**config.mk**
```make
export PLATFORM = sky130hd
export DESIGN_NAME = mips_decode_stage_core
export DESIGN_NICKNAME = d
export VERILOG_FILES = /design/src/hw/rtl/mds_pkg.sv /design/src/hw/rtl/mds_regfile.sv /design/src/hw/rtl/mds_decode.sv /design/src/hw/rtl/mips_decode_stage_core.sv
export SDC_FILE = /design/constraint.sdc
export NUM_CORES = 2
export LEC_CHECK = 0
export ABC_AREA = 0
export BUFFER_PORTS_ARGS = -buffer_cell sky130_fd_sc_hd__buf_4
export CORE_MARGIN = 2
export CORE_UTILIZATION = 28
export DETAILED_ROUTE_END_ITERATION = 12
export REMOVE_ABC_BUFFERS = 1
export SLEW_MARGIN = 20
export SYNTH_ARGS = -nofsm -noshare
export SYNTH_HDL_FRONTEND = slang
export SYNTH_SLANG_ARGS = --single-unit
```
**constraint.sdc**
```tcl
create_clock -name clk -period 18.9 [get_ports clk]
set_input_delay 1.89 -clock clk [delete_from_list [all_inputs] [get_ports clk]]
set_output_delay 1.89 -clock clk [all_outputs]
set_load 0.1 [all_outputs]
```
**src/hw/rtl/mds_pkg.sv**
```systemverilog
// Shared types, opcodes and control word constants for the MIPS decode stage.
package mds_pkg;

  localparam int unsigned XLEN      = 32;
  localparam int unsigned REG_COUNT = 32;
  localparam int unsigned REG_AW    = $clog2(REG_COUNT);

  // Opcodes
  localparam logic [5:0] OPC_RTYPE = 6'h00;
  localparam logic [5:0] OPC_J     = 6'h02;
  localparam logic [5:0] OPC_BEQ   = 6'h04;
  localparam logic [5:0] OPC_BNE   = 6'h05;
  localparam logic [5:0] OPC_ADDI  = 6'h08;
  localparam logic [5:0] OPC_LW    = 6'h23;
  localparam logic [5:0] OPC_SW    = 6'h2B;

  // R-type function codes
  localparam logic [5:0] FN_JR  = 6'h08;
  localparam logic [5:0] FN_ADD = 6'h20;
  localparam logic [5:0] FN_SUB = 6'h22;
  localparam logic [5:0] FN_AND = 6'h24;
  localparam logic [5:0] FN_OR  = 6'h25;
  localparam logic [5:0] FN_XOR = 6'h26;
  localparam logic [5:0] FN_NOR = 6'h27;

  // Control word bits
  localparam logic [11:0] CW_REGDST   = 12'h001;
  localparam logic [11:0] CW_ALUSRC   = 12'h002;
  localparam logic [11:0] CW_MEMRD    = 12'h004;
  localparam logic [11:0] CW_MEMWR    = 12'h008;
  localparam logic [11:0] CW_MEMTOREG = 12'h010;
  localparam logic [11:0] CW_REGWR    = 12'h020;
  localparam logic [11:0] CW_BRANCH   = 12'h040;
  localparam logic [11:0] CW_BNE      = 12'h080;
  localparam logic [11:0] CW_JUMP     = 12'h100;
  localparam logic [11:0] CW_JR       = 12'h200;
  localparam logic [11:0] CW_ALU_ADD  = 12'h400;
  localparam logic [11:0] CW_ALU_SUB  = 12'h800;
  localparam logic [11:0] CW_ALU_FN   = 12'hC00;

  localparam logic ACT_DECODE = 1'b0;
  localparam logic ACT_WRITE  = 1'b1;

  typedef enum logic [1:0] {
    ST_OK      = 2'd0,
    ST_BUBBLE  = 2'd1,
    ST_ILLEGAL = 2'd2
  } status_t;

  typedef struct packed {
    logic              action;
    logic              slot_valid;
    logic [31:0]       instruction;
    logic [31:0]       pc_next;
    logic [REG_AW-1:0] write_index;
    logic [XLEN-1:0]   write_data;
  } req_t;

  typedef struct packed {
    status_t           status;
    logic [11:0]       control_word;
    logic [REG_AW-1:0] rs_index;
    logic [REG_AW-1:0] rt_index;
    logic [REG_AW-1:0] rd_index;
    logic [5:0]        funct_code;
    logic [XLEN-1:0]   rs_value;
    logic [XLEN-1:0]   rt_value;
    logic [31:0]       imm_extended;
    logic [31:0]       branch_dest;
    logic [31:0]       jump_dest;
    logic [31:0]       pc_next_out;
  } rsp_t;

  // Register file write port
  typedef struct packed {
    logic              en;
    logic [REG_AW-1:0] idx;
    logic [XLEN-1:0]   data;
  } rf_wr_t;

  // Decoder result
  typedef struct packed {
    status_t     status;
    logic [11:0] control_word;
    logic [31:0] imm_extended;
    logic [31:0] branch_dest;
    logic [31:0] jump_dest;
  } dec_t;

endpackage

```
**src/hw/rtl/mds_regfile.sv**
```systemverilog
// Register file: 32 x 32 synchronous memory, two registered read ports, one write port.
module mds_regfile
  import mds_pkg::*;
(
  input  logic              clk,
  input  logic              rst,
  input  rf_wr_t            wr,
  input  logic              rd_en,
  input  logic [REG_AW-1:0] rs_addr,
  input  logic [REG_AW-1:0] rt_addr,
  output logic [XLEN-1:0]   rs_data,
  output logic [XLEN-1:0]   rt_data
);

  logic [XLEN-1:0]      mem [REG_COUNT];
  logic [REG_COUNT-1:0] written;
  logic [XLEN-1:0]      rs_q;
  logic [XLEN-1:0]      rt_q;
  logic                 rs_live;
  logic                 rt_live;

  always_ff @(posedge clk) begin
    if (wr.en) begin
      mem[wr.idx] <= wr.data;
    end
  end

  // Entries never written since reset read as zero
  always_ff @(posedge clk) begin
    if (rst) begin
      written <= '0;
    end else if (wr.en) begin
      written[wr.idx] <= 1'b1;
    end
  end

  always_ff @(posedge clk) begin
    if (rd_en) begin
      rs_q    <= mem[rs_addr];
      rt_q    <= mem[rt_addr];
      rs_live <= written[rs_addr] && (rs_addr != '0);
      rt_live <= written[rt_addr] && (rt_addr != '0);
    end
  end

  assign rs_data = rs_live ? rs_q : '0;
  assign rt_data = rt_live ? rt_q : '0;

endmodule

```
**src/hw/rtl/mds_decode.sv**
```systemverilog
// Instruction decoder: control word, immediate, branch and jump targets.
module mds_decode
  import mds_pkg::*;
(
  input  logic        slot_valid,
  input  logic [31:0] instruction,
  input  logic [31:0] pc_next,
  output dec_t        dec
);

  logic [5:0]  op;
  logic [5:0]  fn;
  logic [11:0] cw;
  logic        legal;
  logic [31:0] imm;

  assign op  = instruction[31:26];
  assign fn  = instruction[5:0];
  assign imm = {{16{instruction[15]}}, instruction[15:0]};

  always_comb begin
    cw    = '0;
    legal = 1'b1;
    unique case (op)
      OPC_RTYPE: begin
        unique case (fn) inside
          FN_JR:                                        cw = CW_JR;
          FN_ADD, FN_SUB, FN_AND, FN_OR, FN_XOR, FN_NOR: cw = CW_REGDST | CW_REGWR | CW_ALU_FN;
          default:                                      legal = 1'b0;
        endcase
      end
      OPC_ADDI: cw = CW_ALUSRC | CW_REGWR | CW_ALU_ADD;
      OPC_LW:   cw = CW_ALUSRC | CW_MEMRD | CW_MEMTOREG | CW_REGWR | CW_ALU_ADD;
      OPC_SW:   cw = CW_ALUSRC | CW_MEMWR | CW_ALU_ADD;
      OPC_BEQ:  cw = CW_BRANCH | CW_ALU_SUB;
      OPC_BNE:  cw = CW_BRANCH | CW_BNE | CW_ALU_SUB;
      OPC_J:    cw = CW_JUMP;
      default:  legal = 1'b0;
    endcase
  end

  always_comb begin
    dec = '0;
    if (!slot_valid) begin
      dec.status = ST_BUBBLE;
    end else if (!legal) begin
      dec.status = ST_ILLEGAL;
    end else begin
      dec.status       = ST_OK;
      dec.control_word = cw;
      dec.imm_extended = imm;
      dec.branch_dest  = pc_next + {imm[29:0], 2'b00};
      dec.jump_dest    = {pc_next[31:28], instruction[25:0], 2'b00};
    end
  end

endmodule

```
**src/hw/rtl/mips_decode_stage_core.sv**
```systemverilog
// MIPS decode stage: register file, decoder and two-stage result pipeline.
// Decode request: result passes through the read register and then the output register; a sink stall can hold it.
// Throughput: one request per cycle, decode or write-back, sustained when the sink does not stall.
// Write-back request: stored at the accept edge, visible to a decode accepted the next cycle.
// Reset: synchronous; empties the pipeline and clears the file's written bits.
module mips_decode_stage_core
  import mds_pkg::*;
(
  input  logic clk,
  input  logic rst,
  input  logic src_valid,
  output logic src_stall,
  input  req_t src_item,
  output logic dst_valid,
  input  logic dst_stall,
  output rsp_t dst_item
);

  logic            src_acc;
  rf_wr_t          rf_wr;
  logic            rd_en;
  logic [XLEN-1:0] rs_data;
  logic [XLEN-1:0] rt_data;
  dec_t            dec;

  logic            s1_valid;
  dec_t            s1_dec;
  logic [31:0]     s1_instr;
  logic [31:0]     s1_pc;
  logic            s2_valid;
  rsp_t            s2_item;
  rsp_t            s2_next;
  logic            s2_load;
  logic            s1_ok;

  assign src_stall = s1_valid && s2_valid && dst_stall;
  assign src_acc   = src_valid && !src_stall;
  assign rd_en     = src_acc && (src_item.action == ACT_DECODE);

  assign rf_wr.en   = src_acc && (src_item.action == ACT_WRITE);
  assign rf_wr.idx  = src_item.write_index;
  assign rf_wr.data = src_item.write_data;

  mds_regfile u_regfile (
    .clk     (clk),
    .rst     (rst),
    .wr      (rf_wr),
    .rd_en   (rd_en),
    .rs_addr (src_item.instruction[25:21]),
    .rt_addr (src_item.instruction[20:16]),
    .rs_data (rs_data),
    .rt_data (rt_data)
  );

  mds_decode u_decode (
    .slot_valid  (src_item.slot_valid),
    .instruction (src_item.instruction),
    .pc_next     (src_item.pc_next),
    .dec         (dec)
  );

  // Stage 1: decode result alongside the register file read
  always_ff @(posedge clk) begin
    if (rst) begin
      s1_valid <= 1'b0;
    end else if (!src_stall) begin
      s1_valid <= rd_en;
    end
  end

  always_ff @(posedge clk) begin
    if (rd_en) begin
      s1_dec   <= dec;
      s1_instr <= src_item.instruction;
      s1_pc    <= src_item.pc_next;
    end
  end

  assign s1_ok   = (s1_dec.status == ST_OK);
  assign s2_load = !s2_valid || !dst_stall;

  always_comb begin
    s2_next = '0;
    s2_next.status = s1_dec.status;
    if (s1_ok) begin
      s2_next.control_word = s1_dec.control_word;
      s2_next.rs_index     = s1_instr[25:21];
      s2_next.rt_index     = s1_instr[20:16];
      s2_next.rd_index     = s1_instr[15:11];
      s2_next.funct_code   = s1_instr[5:0];
      s2_next.rs_value     = rs_data;
      s2_next.rt_value     = rt_data;
      s2_next.imm_extended = s1_dec.imm_extended;
      s2_next.branch_dest  = s1_dec.branch_dest;
      s2_next.jump_dest    = s1_dec.jump_dest;
      s2_next.pc_next_out  = s1_pc;
    end
  end

  // Stage 2: output register
  always_ff @(posedge clk) begin
    if (rst) begin
      s2_valid <= 1'b0;
    end else if (s2_load) begin
      s2_valid <= s1_valid;
    end
  end

  always_ff @(posedge clk) begin
    if (s2_load && s1_valid) begin
      s2_item <= s2_next;
    end
  end

  assign dst_valid = s2_valid;
  assign dst_item  = s2_item;

`ifndef SYNTHESIS
  a_reset_empty: assert property (@(posedge clk) rst |=> !s1_valid && !dst_valid)
    else $error("pipeline not empty after reset");

  a_nonok_zero: assert property (@(posedge clk) disable iff (rst)
    dst_valid && dst_item.status != ST_OK |->
      dst_item.control_word == '0 && dst_item.rs_value == '0 &&
      dst_item.rt_value == '0 && dst_item.pc_next_out == '0)
    else $error("bubble or illegal result carries nonzero fields");

  a_r0_zero: assert property (@(posedge clk) disable iff (rst)
    dst_valid && dst_item.status == ST_OK && dst_item.rs_index == '0 |->
      dst_item.rs_value == '0)
    else $error("register zero read nonzero");

  a_no_overrun: assert property (@(posedge clk) disable iff (rst)
    s1_valid && s2_valid && dst_stall |=> s1_valid && s2_valid)
    else $error("stalled pipeline lost a request");
`endif

endmodule

```
==> run_summary.xml <==
<?xml version="1.0" encoding="UTF-8"?>
<metrics>
  <group name="outcome">
    <metric name="status" unit="">finished clean</metric>
  </group>
  <group name="cts">
    <metric name="ctsLongestPathBuffers" unit="">3</metric>
    <metric name="cts.sinks" unit="">1443</metric>
    <metric name="cts-hold-fix-buffers" unit="">0</metric>
    <metric name="post_cts_sizing" unit="">0</metric>
    <metric name="cts_post_setup_buffers_inserted" unit="">0</metric>
    <metric name="clk_root_buffer_cell" unit="">sky130_fd_sc_hd__clkbuf_16</metric>
    <metric name="clock_latency" unit="ns">0.79</metric>
    <metric name="cts_made_buffers" unit="">146</metric>
    <metric name="cts_htree_levels" unit="">4</metric>
    <metric name="clock_tree_from_tritoncts" unit="">yes</metric>
    <metric name="cts.clk_slew.worst_paths" unit="ns">0.06</metric>
  </group>
  <group name="synthesis">
    <metric name="synthesis.instances" unit="">3055</metric>
    <metric name="synthesis.yosys.warnings" unit="">0</metric>
    <metric name="post-synth-top-area-fraction" unit="%">66.48</metric>
    <metric name="asyncSetResetFlopFracSynth" unit="%">0</metric>
    <metric name="ys_top_cells_by_count" unit="">sky130_fd_sc_hd__edfxtp_1, sky130_fd_sc_hd__mux4_2, sky130_fd_sc_hd__and2_1</metric>
    <metric name="netlist_area" unit="um^2">63690</metric>
    <metric name="dominantRegCellSynth" unit="">sky130_fd_sc_hd__edfxtp_1</metric>
    <metric name="avgSynthCellArea" unit="um^2">20.85</metric>
    <metric name="synth_largest_area_cell" unit="">sky130_fd_sc_hd__edfxtp_1</metric>
    <metric name="synth.lib_cells_used.distinct" unit="">65</metric>
    <metric name="synthTopCellsByArea" unit="">sky130_fd_sc_hd__edfxtp_1, sky130_fd_sc_hd__mux4_2, sky130_fd_sc_hd__and2_1, sky130_fd_sc_hd__mux2_2, sky130_fd_sc_hd__dfxtp_1</metric>
    <metric name="sequential_fraction_of_the_synthesis_area" unit="%">67.52</metric>
    <metric name="synth.most_common_cell" unit="">sky130_fd_sc_hd__edfxtp_1</metric>
    <metric name="yosys_register_bits" unit="">1443</metric>
    <metric name="synth-edff-count" unit="">1410</metric>
  </group>
  <group name="power_and_ir_drop">
    <metric name="power.net_switching" unit="mW">1.604</metric>
    <metric name="switching_share" unit="%">22.97</metric>
    <metric name="power_frac_comb" unit="%">8.1</metric>
    <metric name="vdd.ir_drop.worst" unit="V">0.00006998</metric>
    <metric name="power.share.clock" unit="%">40.7</metric>
    <metric name="power.density_cell_area" unit="nW/um^2">94.05</metric>
    <metric name="leakage" unit="nW">23.88</metric>
    <metric name="p_int" unit="mW">5.378</metric>
    <metric name="power_frac_seq" unit="%">51.2</metric>
  </group>
  <group name="place">
    <metric name="placed_area" unit="um^2">69550</metric>
    <metric name="dpl.hpwl" unit="um">96100</metric>
    <metric name="pre_cts_ws" unit="ns">12.72</metric>
    <metric name="io_buffers" unit="">333</metric>
    <metric name="gp_congestion" unit="">0.7803</metric>
  </group>
  <group name="setup_path">
    <metric name="critical_path_start_end_classification" unit="">input port to flip-flop</metric>
    <metric name="timing.critical_path.cells" unit="">buf_8 -&gt; buf_4 -&gt; buf_12 -&gt; buf_16 -&gt; mux4_2 -&gt; mux4_2 -&gt; mux2_2</metric>
    <metric name="crit_top_cell" unit="">sky130_fd_sc_hd__mux4_2</metric>
    <metric name="worst_path_dominant_cell_family" unit="">buffers and inverters</metric>
    <metric name="worst-endpoint-arrival" unit="ns">5.85</metric>
    <metric name="crit_path_max_incr_delay" unit="ns">0.86</metric>
    <metric name="timing.critical_path.to_type" unit="">flip-flop</metric>
    <metric name="critical_path.n_buffers_inverters" unit="">4</metric>
    <metric name="cp_slowest_cell" unit="">sky130_fd_sc_hd__buf_4</metric>
    <metric name="worst-path-max-fanout" unit="">76</metric>
    <metric name="kind_of_start_point_of_the_critical_path" unit="">input port</metric>
    <metric name="crit_required" unit="ns">19.42</metric>
    <metric name="regToRegSetupSlack" unit="ns">15.28</metric>
  </group>
  <group name="floorplan">
    <metric name="core_area" unit="um^2">226800</metric>
    <metric name="rows" unit="">175</metric>
    <metric name="dieHeight" unit="um">480.9</metric>
    <metric name="num_io_pins" unit="">336</metric>
    <metric name="dieArea" unit="um^2">231300</metric>
    <metric name="chipWidth" unit="um">480.9</metric>
    <metric name="floorplan.initialDensity" unit="%">28.08</metric>
  </group>
  <group name="layout">
    <metric name="fill_cells" unit="">21460</metric>
    <metric name="net_count_final" unit="">3500</metric>
    <metric name="stdcell_area" unit="um^2">74240</metric>
    <metric name="synthToLayoutAreaGrowth" unit="%">16.56</metric>
    <metric name="post_route_cells_drive_above_1_share" unit="%">39.97</metric>
  </group>
  <group name="global_routing">
    <metric name="globalRouteTotalUtil" unit="%">15.15</metric>
    <metric name="largest_net_degree_at_the_start_of_global_routing" unit="">109</metric>
    <metric name="grt_pass1_wl" unit="um">250500</metric>
    <metric name="first_global_vias" unit="">33600</metric>
    <metric name="global_route.overflow_total" unit="">0</metric>
    <metric name="initial_antenna_violation_count" unit="">17</metric>
  </group>
  <group name="hold_path">
    <metric name="min_path_type" unit="">flip-flop to flip-flop</metric>
  </group>
  <group name="timing">
    <metric name="final.setup.worst_slack" unit="ns">13.57</metric>
    <metric name="fin_worst_skew" unit="ns">0.02799</metric>
    <metric name="period_minus_slack" unit="ns">5.327</metric>
    <metric name="worstMarginPinSlew" unit="ns">1.133</metric>
    <metric name="max_clock_freq" unit="GHz">0.1877</metric>
    <metric name="final_slew_viol_count" unit="">0</metric>
    <metric name="relSlewSlack" unit="%">24.46</metric>
    <metric name="rsz0062_at_grt" unit="">no</metric>
    <metric name="timing.final.hold_violations" unit="">0</metric>
    <metric name="final.period_utilization" unit="%">28.18</metric>
    <metric name="setup_viol_count_final" unit="">0</metric>
    <metric name="finalSetupTns" unit="ns">0</metric>
  </group>
  <group name="detailed_routing">
    <metric name="post_drt_antenna_nets" unit="">0</metric>
    <metric name="drt-pass1-iter-count" unit="">7</metric>
    <metric name="viasPerCell" unit="">5.177</metric>
    <metric name="route.final.wire_length" unit="um">178900</metric>
    <metric name="num_vias" unit="">33580</metric>
    <metric name="wire_per_inst" unit="um">27.58</metric>
    <metric name="remaining_drc_errors" unit="">0</metric>
    <metric name="drt_iter0_markers" unit="">4087</metric>
  </group>
  <group name="job">
    <metric name="max_cap_viol_count" unit="">0</metric>
  </group>
</metrics>
[flip-flops by register name, summed over array words and instances, names as in the netlist]
| register | flops |
|---|---|
| dst_item | 192 |
| dst_valid | 1 |
| s1_dec | 75 |
| s1_instr | 21 |
| s1_pc | 32 |
| s1_valid | 1 |
| u_regfile.mem | 1024 |
| u_regfile.rs_live | 1 |
| u_regfile.rs_q | 32 |
| u_regfile.rt_live | 1 |
| u_regfile.rt_q | 32 |
| u_regfile.written | 31 |
[power groups by stage]
stage          combinational (mW)  sequential, mW  clock (mW)
6_report                    0.565            3.58        2.84
5_1_grt                     0.602            3.58        3.03
4_1_cts                     0.571            3.58        2.91
3_5_place_dp                0.570            3.65           0
3_3_place_gp                0.566            3.64           0
2_1_floorplan               0.257            3.72           0
[final timing paths]
check                           depth (start not counted)                  start               endpoint
worst max-delay path                                    7           src_item[90]     u_regfile.rs_q[14]
worst min-delay path                                    2  u_regfile.written[14]  u_regfile.written[14]
worst max register to register                          6              dst_valid  u_regfile.mem[18][10]
worst min register to register                          2  u_regfile.written[14]  u_regfile.written[14]
[placed cells by master (no fill, tap or decap), drive strengths merged, types with 3 or more instances in the layout]
cell      Yosys  final
a211o         3      3
a21boi        3      3
a21o          8      8
a21oi        42     42
and2        162    162
and3         68     68
buf         120    400
bufinv        0      9
clkbuf      121    186
clkinv        0     47
clkinvlp      0      5
dfxtp        33     33
diode         0      3
edfxtp     1410   1410
ha           29     29
inv          15     28
mux2         68     68
mux4        658    658
nand2        30     30
nand2b        9      9
nand3        12     12
nand3b        4      4
nand4        10     10
nor2        131    131
nor2b         5      5
nor3          9      9
nor3b         3      3
nor4b         4      4
o211ai        3      3
o21a          9      9
o21ai        23     23
o21ba         7      7
o21bai        3      3
or3           3      3
xnor2         7      7
xor2         14     14
[logic make-up (layout without fill, tap and decap cells)]
kind of cell	after synthesis	after routing	share of synthesized area, %
xor+xnor	21	21	0.2888
other cells	1	5	0.005888
flops	1443	1443	67.52
compound gates	120	120	1.220
buf+inv	256	675	1.986
simple gates	457	457	3.898
mux	727	727	24.49
fa+ha+maj	30	30	0.6011
[cell type report]
cell class                 count  area, um^2  area share (%)
sequential                  1443       43000           57.92
antenna                        3       7.507         0.01011
timing repair buffer         400        3100           4.176
clock inverter                74       718.2          0.9674
tap                         3009        3765           5.071
multi-input combinational   1357       19700           26.53
clock buffer                 186        3894           5.245
inverter                      15       56.30         0.07584
[worst reg2reg max path, stage by stage, from the launching register on]
cell	delay (ns)
sky130_fd_sc_hd__dfxtp_1	0.35
sky130_fd_sc_hd__nand3_1	0.14
sky130_fd_sc_hd__nand2_1	0.11
sky130_fd_sc_hd__nor3b_1	0.63
sky130_fd_sc_hd__nand3b_1	0.48
sky130_fd_sc_hd__nor2_4	0.79
sky130_fd_sc_hd__buf_4	0.69
[through the flow]
stage               power, mW  hold WS [ns]  std cells  utilization, %
floorplan               3.978        0.4272       2815               -
global placement        4.211        0.4583       6221           30.66
detailed placement      4.215        0.4777       6221           30.66
CTS                     7.056        0.4938       6481           32.69
global route            7.209        0.5134       6484           32.72
finish                  6.982        0.4915       6487           32.73
[routing by layer]
layer,GRT usage (%),share of wire [%],vias up
li1,-,-,13520
met1,21.78,43,18270
met2,23.69,47,1565
met3,2.763,7.9,222
met4,3.799,1.9,4
met5,0,0.014,-
(Power assumes the default switching activity.)
